**config.mk**
```make
export PLATFORM = sky130hd
export DESIGN_NAME = motorized_lift_position_controller_flat
export DESIGN_NICKNAME = d
export VERILOG_FILES = /design/src/mlpc_pkg.sv /design/src/mlpc_req_if.sv /design/src/mlpc_rsp_if.sv /design/src/mlpc_csr_if.sv /design/src/motorized_lift_position_controller.sv /design/src/flat_wrapper.sv
export SDC_FILE = /design/constraint.sdc
export NUM_CORES = 1
export LEC_CHECK = 0
export ABC_CLOCK_PERIOD_IN_PS = 6400
export BUFFER_PORTS_ARGS = -buffer_cell sky130_fd_sc_hd__buf_2
export CORE_MARGIN = 5
export CORE_UTILIZATION = 25
export DETAILED_ROUTE_END_ITERATION = 8
export PLACE_DENSITY_LB_ADDON = 0.08
export SLEW_MARGIN = 15
export SYNTH_ARGS = -nofsm -noshare
export SYNTH_HDL_FRONTEND = slang
export SYNTH_SLANG_ARGS = --single-unit
```
**constraint.sdc**
```tcl
create_clock -name clock -period 6.4 [get_ports clock]
set_input_delay 0.32 -clock clock [delete_from_list [all_inputs] [get_ports clock]]
set_output_delay 0.32 -clock clock [all_outputs]
set_load 0.1 [all_outputs]
```
**src/mlpc_pkg.sv**
```systemverilog
// ----------------------------------------------------------------------------
// mlpc_pkg
// Shared types and constants of the motorized lift position controller.
// ----------------------------------------------------------------------------
package mlpc_pkg;

   // field widths
   localparam int COUNT_W    = 32;
   localparam int PCT_W      = 15;
   localparam int PULSE_W    = 31;
   localparam int LEVEL_W    = 8;
   localparam int CSR_IDX_W  = 2;
   localparam int CSR_DATA_W = 32;

   // divider sizing: 25600 * |count| fits in 47 bits
   localparam int PROD_W    = 47;
   localparam int DIV_STEPS = PROD_W;
   localparam int STEP_W    = $clog2(DIV_STEPS);
   localparam int REM_W     = PULSE_W + 1;
   localparam int POS_W     = PROD_W + 2;

   // constants
   localparam logic [PCT_W-1:0]   FULL_Q8     = 15'd25600;
   localparam logic [LEVEL_W-1:0] DRIVE_LEVEL = 8'd255;
   localparam logic [PULSE_W-1:0] MAXP_RESET  = 31'd10000;
   localparam logic [PCT_W-1:0]   DB_RESET    = 15'd256;

   // register indexes
   localparam logic [CSR_IDX_W-1:0] CSR_ENABLED     = 2'd0;
   localparam logic [CSR_IDX_W-1:0] CSR_CALIBRATION = 2'd1;
   localparam logic [CSR_IDX_W-1:0] CSR_MAX_PULSES  = 2'd2;
   localparam logic [CSR_IDX_W-1:0] CSR_DEADBAND    = 2'd3;

   // motion mode
   typedef enum logic [2:0] {
      MODE_IDLE     = 3'd0,
      MODE_RISING   = 3'd1,
      MODE_LOWERING = 3'd2,
      MODE_TOP      = 3'd3,
      MODE_BOTTOM   = 3'd4
   } mode_type;

   // sequencer
   typedef enum logic [2:0] {
      ST_IDLE,
      ST_MUL,
      ST_DIV,
      ST_FIX,
      ST_DECIDE
   } seq_state_type;

endpackage

```
**src/mlpc_req_if.sv**
```systemverilog
// ----------------------------------------------------------------------------
// mlpc_req_if
// Tick channel: encoder count, setpoint and jog requests.
// ----------------------------------------------------------------------------
interface mlpc_req_if
   import mlpc_pkg::*;
   ();
   logic               valid;
   logic               ready;
   logic [COUNT_W-1:0] encoder_count;
   logic [PCT_W-1:0]   setpoint;
   logic               jog_up;
   logic               jog_down;

   modport source (output valid, encoder_count, setpoint, jog_up, jog_down, input ready);
   modport sink (input valid, encoder_count, setpoint, jog_up, jog_down, output ready);
endinterface

```
**src/mlpc_rsp_if.sv**
```systemverilog
// ----------------------------------------------------------------------------
// mlpc_rsp_if
// Result channel: position, mode, bridge drive, reload request, stop edge.
// ----------------------------------------------------------------------------
interface mlpc_rsp_if
   import mlpc_pkg::*;
   ();
   logic               valid;
   logic               ready;
   logic [COUNT_W-1:0] position_pct;
   logic [2:0]         mode;
   logic               drive_up;
   logic               drive_down;
   logic [LEVEL_W-1:0] drive_enable;
   logic               reload_encoder;
   logic [PULSE_W-1:0] reload_value;
   logic               stopped;

   modport source (output valid, position_pct, mode, drive_up, drive_down, drive_enable,
                   reload_encoder, reload_value, stopped, input ready);
   modport sink (input valid, position_pct, mode, drive_up, drive_down, drive_enable,
                 reload_encoder, reload_value, stopped, output ready);
endinterface

```
**src/mlpc_csr_if.sv**
```systemverilog
// ----------------------------------------------------------------------------
// mlpc_csr_if
// Configuration write channel: register index and write data.
// ----------------------------------------------------------------------------
interface mlpc_csr_if
   import mlpc_pkg::*;
   ();
   logic                  valid;
   logic                  ready;
   logic [CSR_IDX_W-1:0]  index;
   logic [CSR_DATA_W-1:0] data;

   modport source (output valid, index, data, input ready);
   modport sink (input valid, index, data, output ready);
endinterface

```
**src/motorized_lift_position_controller.sv**
```systemverilog
// ----------------------------------------------------------------------------
// motorized_lift_position_controller
// Encoder based lift position tracking, end detection and bridge drive.
// ----------------------------------------------------------------------------
// Usage:
//   req_ch carries one refresh tick per word (encoder count, setpoint, jogs).
//   rsp_ch returns exactly one word per tick. csr_ch writes the four
//   registers (enabled, calibration_mode, max_pulses, deadband) and is always
//   ready; write it only while no tick is in flight.
//   When the count differs from the previous one, the position is recomputed
//   as 25600 - 25600*count/max_pulses by a restoring divider that retires one
//   quotient bit per cycle. From accept to result a tick passes a product
//   step, the divider steps, a saturate step and a mode update step. A tick
//   with an unchanged count, or while disabled, skips the divider (and the
//   product and saturate steps). req_ch is ready only when the sequencer is
//   idle; one tick is worked on at a time.
//   The result sits in an output register; a stalled receiver holds the next
//   tick in its saturate step (or in its final step when the divider was
//   skipped) until that register is free.
//   Synchronous reset returns registers to their defaults and clears all
//   motion state.
// ----------------------------------------------------------------------------
module motorized_lift_position_controller
   import mlpc_pkg::*;
   (
   input  logic   clock,
   input  logic   reset,
   mlpc_req_if.sink   req_ch,
   mlpc_rsp_if.source rsp_ch,
   mlpc_csr_if.sink   csr_ch
   );

   localparam logic signed [POS_W-1:0] P_MAX = 49'sd2147483647;
   localparam logic signed [POS_W-1:0] P_MIN = -49'sd2147483648;

   // configuration
   logic               enabled_ff;
   logic               calib_ff;
   logic [PULSE_W-1:0] maxp_ff;
   logic [PCT_W-1:0]   deadband_ff;

   // sequencer and captured word
   seq_state_type      state_ff, state_in;
   logic [COUNT_W-1:0] count_ff, count_in;
   logic [PCT_W-1:0]   setpoint_ff, setpoint_in;
   logic               jog_up_ff, jog_up_in;
   logic               jog_down_ff, jog_down_in;
   logic               moving_ff, moving_in;

   // divider
   logic [PROD_W-1:0]  quo_ff, quo_in;
   logic [REM_W-2:0]   rem_ff, rem_in;
   logic [PULSE_W-1:0] dvsr_ff, dvsr_in;
   logic [STEP_W-1:0]  step_ff, step_in;

   // motion state
   logic [COUNT_W-1:0] last_count_ff, last_count_in;
   logic [COUNT_W-1:0] position_ff, position_in;
   mode_type           mode_ff, mode_in;
   logic               was_moving_ff, was_moving_in;
   logic               bridge_up_ff, bridge_up_in;
   logic               bridge_down_ff, bridge_down_in;
   logic [LEVEL_W-1:0] level_ff, level_in;

   // output register
   logic               rsp_valid_ff, rsp_valid_in;
   logic               reload_ff, reload_in;
   logic [PULSE_W-1:0] reload_val_ff, reload_val_in;
   logic               stopped_ff, stopped_in;

   logic req_fire;
   logic out_free;

   assign req_ch.ready = (state_ff == ST_IDLE);
   assign req_fire     = req_ch.valid && req_ch.ready;
   assign out_free     = !rsp_valid_ff || rsp_ch.ready;
   assign csr_ch.ready = 1'b1;

   // configuration registers
   always_ff @(posedge clock) begin
      if (reset) begin
         enabled_ff  <= 1'b0;
         calib_ff    <= 1'b0;
         maxp_ff     <= MAXP_RESET;
         deadband_ff <= DB_RESET;
      end else if (csr_ch.valid) begin
         unique case (csr_ch.index)
            CSR_ENABLED:     enabled_ff  <= csr_ch.data[0];
            CSR_CALIBRATION: calib_ff    <= csr_ch.data[0];
            CSR_MAX_PULSES:  maxp_ff     <= csr_ch.data[PULSE_W-1:0];
            CSR_DEADBAND:    deadband_ff <= csr_ch.data[PCT_W-1:0];
            default: ;
         endcase
      end
   end

   // sequencer next state, divider and decision logic
   always_comb begin
      logic [COUNT_W-1:0]        mag;
      logic [REM_W-1:0]          trial;
      logic signed [POS_W-1:0]   q_signed;
      logic signed [POS_W-1:0]   p_full;
      logic                      cnt_gt;
      logic signed [COUNT_W:0]   err;
      logic signed [COUNT_W:0]   db;
      logic                      want_lower;
      logic                      want_raise;
      mode_type                  m;

      state_in       = state_ff;
      count_in       = count_ff;
      setpoint_in    = setpoint_ff;
      jog_up_in      = jog_up_ff;
      jog_down_in    = jog_down_ff;
      moving_in      = moving_ff;
      quo_in         = quo_ff;
      rem_in         = rem_ff;
      dvsr_in        = dvsr_ff;
      step_in        = step_ff;
      last_count_in  = last_count_ff;
      position_in    = position_ff;
      mode_in        = mode_ff;
      was_moving_in  = was_moving_ff;
      bridge_up_in   = bridge_up_ff;
      bridge_down_in = bridge_down_ff;
      level_in       = level_ff;
      rsp_valid_in   = rsp_valid_ff && !rsp_ch.ready;
      reload_in      = reload_ff;
      reload_val_in  = reload_val_ff;
      stopped_in     = stopped_ff;

      mag      = count_ff[COUNT_W-1] ? (~count_ff + 1'b1) : count_ff;
      trial    = {rem_ff, quo_ff[PROD_W-1]} - {1'b0, dvsr_ff};
      q_signed = count_ff[COUNT_W-1] ? -$signed({2'b00, quo_ff}) : $signed({2'b00, quo_ff});
      p_full   = $signed({{(POS_W-PCT_W){1'b0}}, FULL_Q8}) - q_signed;
      cnt_gt   = $signed(count_ff) > $signed({1'b0, maxp_ff});
      err      = $signed({position_ff[COUNT_W-1], position_ff})
                 - $signed({{(COUNT_W+1-PCT_W){1'b0}}, setpoint_ff});
      db       = $signed({{(COUNT_W+1-PCT_W){1'b0}}, deadband_ff});
      want_lower = 1'b0;
      want_raise = 1'b0;
      m          = mode_ff;

      unique case (state_ff)
         ST_IDLE: begin
            if (req_fire) begin
               count_in    = req_ch.encoder_count;
               setpoint_in = req_ch.setpoint;
               jog_up_in   = req_ch.jog_up;
               jog_down_in = req_ch.jog_down;
               moving_in   = enabled_ff && (req_ch.encoder_count != last_count_ff);
               state_in    = (enabled_ff && (req_ch.encoder_count != last_count_ff))
                             ? ST_MUL : ST_DECIDE;
            end
         end
         ST_MUL: begin
            // 25600 * |count| as shifts: 25600 = 2^14 + 2^13 + 2^10
            quo_in   = ({15'd0, mag} << 14) + ({15'd0, mag} << 13) + ({15'd0, mag} << 10);
            rem_in   = '0;
            dvsr_in  = (maxp_ff == '0) ? PULSE_W'(1) : maxp_ff;
            step_in  = '0;
            state_in = ST_DIV;
         end
         ST_DIV: begin
            // one restoring step per cycle
            if (!trial[REM_W-1]) begin
               rem_in = trial[REM_W-2:0];
               quo_in = {quo_ff[PROD_W-2:0], 1'b1};
            end else begin
               rem_in = {rem_ff[REM_W-3:0], quo_ff[PROD_W-1]};
               quo_in = {quo_ff[PROD_W-2:0], 1'b0};
            end
            step_in = step_ff + 1'b1;
            if (step_ff == STEP_W'(DIV_STEPS - 1)) begin
               state_in = ST_FIX;
            end
         end
         ST_FIX: begin
            // saturate to the signed 32-bit range, once the held word is gone
            if (out_free) begin
               if (p_full > P_MAX) begin
                  position_in = P_MAX[COUNT_W-1:0];
               end else if (p_full < P_MIN) begin
                  position_in = P_MIN[COUNT_W-1:0];
               end else begin
                  position_in = p_full[COUNT_W-1:0];
               end
               last_count_in = count_ff;
               state_in      = ST_DECIDE;
            end
         end
         ST_DECIDE: begin
            if (out_free) begin
               rsp_valid_in  = 1'b1;
               reload_in     = 1'b0;
               reload_val_in = '0;
               stopped_in    = 1'b0;
               state_in      = ST_IDLE;
               if (enabled_ff) begin
                  // top end: stall while rising
                  if (m == MODE_TOP || (m == MODE_RISING && !moving_ff)) begin
                     m         = MODE_TOP;
                     reload_in = 1'b1;
                     reload_val_in = '0;
                  end
                  // bottom end: stall while lowering, or overrun in tracking mode
                  if (m == MODE_BOTTOM || (m == MODE_LOWERING && !moving_ff)
                      || (!calib_ff && cnt_gt)) begin
                     m = MODE_BOTTOM;
                     if (!calib_ff || cnt_gt) begin
                        reload_in     = 1'b1;
                        reload_val_in = maxp_ff;
                     end
                  end
                  // drive request
                  if (calib_ff) begin
                     want_lower = jog_down_ff && !jog_up_ff;
                     want_raise = jog_up_ff && !jog_down_ff;
                  end else begin
                     want_lower = err > db;
                     want_raise = !(err > db) && (err < -db);
                  end
                  if (want_lower) begin
                     if (m != MODE_BOTTOM) begin
                        bridge_up_in   = 1'b0;
                        bridge_down_in = 1'b1;
                        level_in       = DRIVE_LEVEL;
                        m              = MODE_LOWERING;
                     end
                  end else if (want_raise) begin
                     if (m != MODE_TOP) begin
                        bridge_up_in   = 1'b1;
                        bridge_down_in = 1'b0;
                        level_in       = DRIVE_LEVEL;
                        m              = MODE_RISING;
                     end
                  end else begin
                     if (m != MODE_TOP && m != MODE_BOTTOM) begin
                        m = MODE_IDLE;
                     end
                     bridge_up_in   = 1'b0;
                     bridge_down_in = 1'b0;
                     level_in       = '0;
                  end
                  mode_in       = m;
                  stopped_in    = !moving_ff && was_moving_ff;
                  was_moving_in = moving_ff;
               end
            end
         end
         default: state_in = ST_IDLE;
      endcase
   end

   // sequencer state register
   always_ff @(posedge clock) begin
      if (reset) begin
         state_ff <= ST_IDLE;
      end else begin
         state_ff <= state_in;
      end
   end

   // motion state and output valid
   always_ff @(posedge clock) begin
      if (reset) begin
         last_count_ff  <= '0;
         position_ff    <= '0;
         mode_ff        <= MODE_IDLE;
         was_moving_ff  <= 1'b0;
         bridge_up_ff   <= 1'b0;
         bridge_down_ff <= 1'b0;
         level_ff       <= '0;
         rsp_valid_ff   <= 1'b0;
      end else begin
         last_count_ff  <= last_count_in;
         position_ff    <= position_in;
         mode_ff        <= mode_in;
         was_moving_ff  <= was_moving_in;
         bridge_up_ff   <= bridge_up_in;
         bridge_down_ff <= bridge_down_in;
         level_ff       <= level_in;
         rsp_valid_ff   <= rsp_valid_in;
      end
   end

   // payload registers
   always_ff @(posedge clock) begin
      count_ff      <= count_in;
      setpoint_ff   <= setpoint_in;
      jog_up_ff     <= jog_up_in;
      jog_down_ff   <= jog_down_in;
      moving_ff     <= moving_in;
      quo_ff        <= quo_in;
      rem_ff        <= rem_in;
      dvsr_ff       <= dvsr_in;
      step_ff       <= step_in;
      reload_ff     <= reload_in;
      reload_val_ff <= reload_val_in;
      stopped_ff    <= stopped_in;
   end

   // result word
   assign rsp_ch.valid          = rsp_valid_ff;
   assign rsp_ch.position_pct   = position_ff;
   assign rsp_ch.mode           = mode_ff;
   assign rsp_ch.drive_up       = bridge_up_ff;
   assign rsp_ch.drive_down     = bridge_down_ff;
   assign rsp_ch.drive_enable   = level_ff;
   assign rsp_ch.reload_encoder = reload_ff;
   assign rsp_ch.reload_value   = reload_val_ff;
   assign rsp_ch.stopped        = stopped_ff;

endmodule

```
**src/flat_wrapper.sv**
```systemverilog
// flat-port wrapper written by rule: the top's interface ports become plain ports
module motorized_lift_position_controller_flat import mlpc_pkg::*;
  (clock, reset, req_ch_valid, req_ch_encoder_count, req_ch_setpoint, req_ch_jog_up, req_ch_jog_down, req_ch_ready, rsp_ch_valid, rsp_ch_position_pct, rsp_ch_mode, rsp_ch_drive_up, rsp_ch_drive_down, rsp_ch_drive_enable, rsp_ch_reload_encoder, rsp_ch_reload_value, rsp_ch_stopped, rsp_ch_ready, csr_ch_valid, csr_ch_index, csr_ch_data, csr_ch_ready);
  mlpc_req_if req_ch_i ();
  mlpc_rsp_if rsp_ch_i ();
  mlpc_csr_if csr_ch_i ();
  input  logic clock;
  input  logic reset;
  input wire logic [$bits(req_ch_i.valid)-1:0] req_ch_valid;
  input wire logic [$bits(req_ch_i.encoder_count)-1:0] req_ch_encoder_count;
  input wire logic [$bits(req_ch_i.setpoint)-1:0] req_ch_setpoint;
  input wire logic [$bits(req_ch_i.jog_up)-1:0] req_ch_jog_up;
  input wire logic [$bits(req_ch_i.jog_down)-1:0] req_ch_jog_down;
  output wire logic [$bits(req_ch_i.ready)-1:0] req_ch_ready;
  output wire logic [$bits(rsp_ch_i.valid)-1:0] rsp_ch_valid;
  output wire logic [$bits(rsp_ch_i.position_pct)-1:0] rsp_ch_position_pct;
  output wire logic [$bits(rsp_ch_i.mode)-1:0] rsp_ch_mode;
  output wire logic [$bits(rsp_ch_i.drive_up)-1:0] rsp_ch_drive_up;
  output wire logic [$bits(rsp_ch_i.drive_down)-1:0] rsp_ch_drive_down;
  output wire logic [$bits(rsp_ch_i.drive_enable)-1:0] rsp_ch_drive_enable;
  output wire logic [$bits(rsp_ch_i.reload_encoder)-1:0] rsp_ch_reload_encoder;
  output wire logic [$bits(rsp_ch_i.reload_value)-1:0] rsp_ch_reload_value;
  output wire logic [$bits(rsp_ch_i.stopped)-1:0] rsp_ch_stopped;
  input wire logic [$bits(rsp_ch_i.ready)-1:0] rsp_ch_ready;
  input wire logic [$bits(csr_ch_i.valid)-1:0] csr_ch_valid;
  input wire logic [$bits(csr_ch_i.index)-1:0] csr_ch_index;
  input wire logic [$bits(csr_ch_i.data)-1:0] csr_ch_data;
  output wire logic [$bits(csr_ch_i.ready)-1:0] csr_ch_ready;
  assign req_ch_i.valid = req_ch_valid;
  assign req_ch_i.encoder_count = req_ch_encoder_count;
  assign req_ch_i.setpoint = req_ch_setpoint;
  assign req_ch_i.jog_up = req_ch_jog_up;
  assign req_ch_i.jog_down = req_ch_jog_down;
  assign req_ch_ready = req_ch_i.ready;
  assign rsp_ch_valid = rsp_ch_i.valid;
  assign rsp_ch_position_pct = rsp_ch_i.position_pct;
  assign rsp_ch_mode = rsp_ch_i.mode;
  assign rsp_ch_drive_up = rsp_ch_i.drive_up;
  assign rsp_ch_drive_down = rsp_ch_i.drive_down;
  assign rsp_ch_drive_enable = rsp_ch_i.drive_enable;
  assign rsp_ch_reload_encoder = rsp_ch_i.reload_encoder;
  assign rsp_ch_reload_value = rsp_ch_i.reload_value;
  assign rsp_ch_stopped = rsp_ch_i.stopped;
  assign rsp_ch_i.ready = rsp_ch_ready;
  assign csr_ch_i.valid = csr_ch_valid;
  assign csr_ch_i.index = csr_ch_index;
  assign csr_ch_i.data = csr_ch_data;
  assign csr_ch_ready = csr_ch_i.ready;
  motorized_lift_position_controller u_core (.clock(clock), .reset(reset), .req_ch(req_ch_i), .rsp_ch(rsp_ch_i), .csr_ch(csr_ch_i));
endmodule
```
* Word level (Yosys, flattened, before mapping)
Cells that the tools add are included.
** Word-level totals
- Output and inout bits :: 81
- Logic and storage cells :: 152
- Input port bits :: 88
- Register bits :: 328
** Operators by class
- Eq/ne operators :: 21
- Muxes and demuxes :: 53
- Add/sub/neg operators :: 9
- Reduce and logical (&&, ||, !) cells :: 38
- Bitwise operators :: 1
- Order comparisons :: 5
** Operator list (count)
- $mux 32 :: 3
- $pmux 47 s2 :: 1
- $pmux 31 s2 :: 1
- $mux 3 :: 18
- $gt 49x32->1 const B :: 1
- $lt 49x32->1 const B :: 1
- $mux 49 :: 1
- $neg 47->49 :: 1
- $sub 16x49->49 const A :: 1
- $add 46x45->47 :: 1
- $add 47x42->47 :: 1
- $gt 33x16->1 :: 1
- $lt 33x33->1 :: 1
- $neg 15->33 :: 1
- $sub 32x16->33 :: 1
- $add 32x1->32 const B :: 1
- $gt 32x32->1 :: 1
- $mux 8 :: 4
- $ne 32x32->1 :: 1
- $not 32->32 :: 1
- $sub 32x31->32 :: 1
- $logic_not 31->1 :: 1
- $mux 31 :: 1
- $mux 1 :: 22
- other kinds (23) :: 60

* Logic depth before layout (Yosys ltp)
- Depth after elaboration :: 20
- Gate-level depth with buffers :: 27
- Depth with buffers taken out :: 26

* Least setup slack after synthesis
Ideal clock, no wire load.
- Path type :: register to register
- Start :: register u_core.count_ff[31]
- End :: register u_core.quo_ff[45], data pin
- Buffers on the path :: 10
- Period minus slack after synthesis :: 6770 ps
- Arrival time :: 6503 ps
- Slack :: -370 ps
- Setup time :: 267 ps
- Stages on the path, launching flop included :: 28
- Data required time :: 6133 ps
- Path through :: edfxtp_1 clkbuf_1 clkbuf_1 clkbuf_1 clkbuf_1 clkbuf_1 clkbuf_1 clkbuf_1 clkbuf_1 clkbuf_1 clkbuf_1 nand2_1 xor2_1 fa_1 inv_1 ha_1 o21a_1 a211o_1 a21oi_1 o211ai_1 a31oi_1 o211ai_1 a41oi_1 a21oi_1 a211o_1 a21oi_1 xor2_1 o21ai_0
** On the way
- Cells in the longest elaborated chain, start to end :: 6
** Ends and longest elaborated chain
- start: declaration :: line motorized_lift_position_controller.sv:44 : logic [COUNT_W-1:0] count_ff, count_in;
- start signal: assignment :: line motorized_lift_position_controller.sv:289 : count_ff <= count_in;
- $not 32->32 :: line motorized_lift_position_controller.sv:132 : mag = count_ff[COUNT_W-1] ? (~count_ff + 1'b1) : count_ff;
- $add 32x1->32 :: line motorized_lift_position_controller.sv:132
- $mux 32 * :: line motorized_lift_position_controller.sv:132
- $add 46x45->47 :: line motorized_lift_position_controller.sv:158 : quo_in = ({15'd0, mag} << 14) + ({15'd0, mag} << 13) + ({15'd0, mag} << 10);
- $add 47x42->47 * :: line motorized_lift_position_controller.sv:158
- $pmux 47 s2 * :: line motorized_lift_position_controller.sv:144 : unique case (state_ff)
- named net u_core.quo_in[45] :: line motorized_lift_position_controller.sv:51 : logic [PROD_W-1:0] quo_ff, quo_in;
- end signal: assignment :: line motorized_lift_position_controller.sv:294 : quo_ff <= quo_in;
- end: declaration :: line motorized_lift_position_controller.sv:51
Mark *: on every way through the listed nets, which the timed path passes. The rest lies on a longest branch.
A chain may end at the register's enable or synchronous reset.

* Final worst setup path
- Start :: register u_core.position_ff[0], in the netlist u_core.rsp_ch.position_pct[0]
- End :: register u_core.mode_ff[0], in the netlist u_core.rsp_ch.mode[0]
** On the way
- Cells in the longest elaborated chain, start to end :: 10
- Elaborated cells between the ends (all ways) :: 15
- Classes of those cells :: add/sub (1); order compare (2); mux (10); reduce/logical (2)
** Ends and longest elaborated chain
- start: declaration :: line motorized_lift_position_controller.sv:58 : logic [COUNT_W-1:0] position_ff, position_in;
- start signal: assignment :: line motorized_lift_position_controller.sv:277 : position_ff <= position_in;
- $sub 32x16->33 * :: line motorized_lift_position_controller.sv:138 : - $signed({{(COUNT_W+1-PCT_W){1'b0}}, setpoint_ff});
- $gt 33x16->1 :: line motorized_lift_position_controller.sv:220, motorized_lift_position_controller.sv:221
- $logic_not 1->1 :: line motorized_lift_position_controller.sv:221 : want_raise = !(err > db) && (err < -db);
- $logic_and 1x1->1 :: line motorized_lift_position_controller.sv:221
- $mux 1 :: line motorized_lift_position_controller.sv:216 : if (calib_ff) begin
- $mux 1 :: line motorized_lift_position_controller.sv:199 : if (enabled_ff) begin
- $mux 1 :: line motorized_lift_position_controller.sv:193 : if (out_free) begin
- $mux 1 :: line motorized_lift_position_controller.sv:144
- $mux 3 :: line motorized_lift_position_controller.sv:230 : end else if (want_raise) begin
- $mux 3 * :: line motorized_lift_position_controller.sv:223 : if (want_lower) begin
- end signal: assignment :: line motorized_lift_position_controller.sv:278 : mode_ff <= mode_in;
- end: declaration :: line motorized_lift_position_controller.sv:59 : mode_type mode_ff, mode_in;
Mark *: on every way between the ends. The rest lies on a longest branch, timed or not. The select of a mux whose other input is x is not followed.

==> results.yml <==
run_status:
  outcome: "finished, final reports clean"
pwr:
  pwr-share-comb: 0.322
  power_switching_uw: 2480
  peakVddDrop_v: 0.000196
  cellLeakagePower_uw: 0.0110
  sequentialPowerShare: 0.342
  powerDensity_mw_per_mm2: 255
  swShare: 0.344
  p_int_uw: 4710
  power.share.clock: 0.335
placement:
  pre_cts_ws_ns: 0.182
  place_congestion: 0.826
  port_buffers: 166
  dpl.hpwl_microns: 64000
  placed_cell_area_sq_mm: 0.0260
  place_inst: 4030
route:
  finalWirelength_microns: 83100
  drt-initial-drc-count: 1178
  ant_nets: 0
  vias: 20400
  wl_per_cell_microns: 19.8
  drc_errors: 0
  first_pass_iters: 5
  via_per_inst: 4.87
finish:
  drive_gt1_frac: 0.133
  stdcell_area_sq_mm: 0.0282
  fin_util: 0.298
  stdcell_count: 4188
  area_growth_pct: 19.0
  nets: 3173
global_routing:
  antenna_found_initial: 6
  grt_pass1_vias: 20200
  track_usage: 0.158
  grt_max_degree: 64
  grt_pass1_wl_microns: 126000
  gr-total-overflow: 0
logic_synthesis:
  syn_inst: 2694
  synth-xor-area-share: 0.0842
  synthTopCellsByArea: "edfxtp_1 25%, dfxtp_1 10%, ha_1 8.8%"
  synth_simple_gate_area_share: 0.207
  synth_seq_cells: 321
  synth_top_cell_area_share: 0.251
  yosys_warnings: 0
  synth_mux_area_frac: 0.00591
  ys_seq_area_frac: 0.355
  syn_area_per_cell_sq_um: 8.80
  ys.flop_type: "edfxtp_1"
  synthMostInstantiatedCell: "nand2_1"
  synth_compound_area_frac: 0.179
  synthArstFlopShare: 0
  synth_edf_count: 198
  synth_nets: 2979
  synth_top_family_by_area: "simple AND/OR/NAND/NOR gates"
  netlist_area_sq_mm: 0.0237
  synth_common_cells: "326 x nand2_1, 198 x edfxtp_1, 184 x a21oi_1"
  synth_cell_types: 97
  synth_area_leader_cell: "edfxtp_1"
  synth-adder-area-share: 0.114
setup_path:
  critical_path_peak_fanout: 6
  arrival_ns: 6.62
  crit_path_start_kind: "flop"
  crit_type: "flop to flop"
  required_ns: 6.93
  critPathTopFamily: "compound AO/OA/AOI/OAI gates"
  critPathBufInv: 3
  crit_slowest_cell: "or3b_2"
  rr_startpoint: "u_core.rsp_ch.position_pct[0]$_SDFFE_PP0P_"
  reg2reg_slack_ns: 0.31
  r2r_end: "u_core.rsp_ch.mode[0]$_SDFFE_PP0P_"
  reg2regPathDepth: 25
  end_kind: "flop"
  slowest_delay_ns: 0.47
floorplanning:
  start_util: 0.251
  die_area_sq_mm: 0.101
  dieWidth_microns: 318
  placeableCoreArea_sq_mm: 0.0946
  io_pins: 169
  die_h_microns: 318
  row_count: 113
timing:
  tightest_slew_ns: 1.04
  hold_viol_final: 0
  period_share: 0.952
  finClkSkew_ns: 0.0367
  setup_viol: 0
  slew_headroom: 0.296
  fin_ws_ns: 0.307
  clock.fmax_mhz: 164
  setup_tns_ns: 0
  layout_min_cycle_time_ns: 6.09
  slew_violations: 0
clock_network:
  cts_made_buffers: 42
  clkSinkCount: 321
  cts_tree: "yes"
  clk_latency_ns: 0.58
  clk_pin_slew_ns: 0.05
  cts_max_level: 2
  root_buffer: "clkbuf_16"
  clock_path_buffers: 3
worst_hold_path:
  min_path_type: "input port to flop"
  hp-start: "csr_ch_data[0]"
  hold_depth: 3
  hold_end: "u_core.maxp_ff[0]$_SDFFE_PP0P_"
job:
  maxCapViolations: 0
## metrics by stage
step	total power, uW	hold WS (ns)
finish	7190	0.0403
global route	7680	0.0177
CTS	7290	0.00383
detailed placement	4780	0.452
global placement	4770	0.449
floorplan	4200	0.419
## layer usage
layer | vias to the layer above | routed length, microns | global-route usage | part of all wire
met5 | - | 20 | 0 | 0.00024
met4 | 4 | 2570 | 0.0467 | 0.031
met3 | 108 | 3640 | 0.0280 | 0.044
met2 | 422 | 37400 | 0.255 | 0.45
met1 | 9730 | 39400 | 0.216 | 0.47
li1 | 10100 | - | - | -
## worst reg2reg max path, stage by stage (launching register included)
cell and delay, ns:
dfxtp_1 0.30, inv_1 0.09, ha_2 0.23, inv_1 0.06, fa_1 0.41, a21o_1 0.17
a21o_1 0.19, a21oi_1 0.20, o21ai_1 0.15, a2111o_1 0.43, or3_1 0.41, nor3_2 0.17
or3b_2 0.47, xnor2_1 0.16, ha_1 0.31, nand4_1 0.08, or2_2 0.29, nor2_1 0.16
o21ai_0 0.16, o41ai_2 0.27, a2111oi_0 0.12, a221oi_1 0.25, buf_4 0.18, o21ai_1 0.14
a2111oi_0 0.48, a31o_2 0.17
## what timing repair did
item	CTS	global route
hold endpoints to repair	89	0
setup endpoints to repair	0	7
setup buffers	0	2
hold buffers	77	0
gates resized for setup	0	7
## how the worst max path moves through the flow
| stage | slack (ns) | depth (start not counted) | startpoint | endpoint |
|---|---|---|---|---|
| finish | 0.31 | 25 | u_core.rsp_ch.position_pct[0]$_SDFFE_PP0P_ | u_core.rsp_ch.mode[0]$_SDFFE_PP0P_ |
| global placement | 0.18 | 25 | u_core.rsp_ch.position_pct[0]$_SDFFE_PP0P_ | u_core.rsp_ch.mode[0]$_SDFFE_PP0P_ |
| detailed placement | 0.18 | 25 | u_core.rsp_ch.position_pct[0]$_SDFFE_PP0P_ | u_core.rsp_ch.drive_down$_SDFFE_PP0P_ |
| CTS | 0.13 | 25 | u_core.rsp_ch.position_pct[0]$_SDFFE_PP0P_ | u_core.rsp_ch.drive_down$_SDFFE_PP0P_ |
| global route | -0.003 | 23 | u_core.count_ff[2]$_DFFE_PP_ | u_core.quo_ff[45]$_DFFE_PP_ |
| floorplan | 0.08 | 27 | u_core.count_ff[31]$_DFFE_PP_ | u_core.quo_ff[45]$_DFFE_PP_ |
## power groups by stage
stage	registers [uW]	logic [uW]	clock network [uW]
floorplan	2590	1610	0
global placement	2500	2270	0
detailed placement	2500	2270	0
CTS	2460	2330	2510
global route	2470	2620	2590
finish	2460	2320	2410
## sequential cells by signal, summed over array words and instances (netlist names), 31 cells and up
| name | flops |
|---|---|
| u_core.quo_ff | 47 |
| u_core.count_ff | 32 |
| u_core.last_count_ff | 32 |
| u_core.rsp_ch.position_pct | 32 |
| u_core.dvsr_ff | 31 |
| u_core.maxp_ff | 31 |
| u_core.rem_ff | 31 |
| u_core.rsp_ch.reload_value | 31 |
## placed cells by master (no fill, tap or decap), drive strengths merged, types with 7 or more instances in the layout
master / n
a2111oi: 8
a211o: 11
a211oi: 16
a21o: 47
a21oi: 205
a311oi: 12
a31oi: 19
and2: 22
and3: 51
buf: 237
clkbuf: 58
clkinv: 14
dfxtp: 123
dlygate4sd3: 77
edfxtp: 198
fa: 31
ha: 166
inv: 160
mux2i: 14
nand2: 326
nand2b: 40
nand3: 61
nand4: 53
nor2: 163
nor2b: 24
nor3: 60
nor3b: 10
nor4: 48
nor4b: 9
o211ai: 17
o21a: 29
o21ai: 151
o31a: 7
o31ai: 33
o41ai: 16
or2: 20
or3: 28
or4: 24
xnor2: 145
xor2: 82
## final cells by class
type	instances	area, sq um
Clock inverter	19	189
Tap cell	1265	1580
Fill cell	10100	66400
Clock buffer	58	1210
Multi-Input combinational cell	2051	14100
Antenna cell	2	5.00
Sequential cell	321	8410
Timing Repair Buffer	314	2150
Inverter	158	593
## logic make-up after synthesis
logic type,after synthesis
other,1
buffers and inverters,322
muxes,14
AOI/OAI and AO/OA,642
DFF,321
and+or+nand+nor,970
adders and majority gates,197
xor gates and xnor gates,227
(Power assumes the default switching activity.)
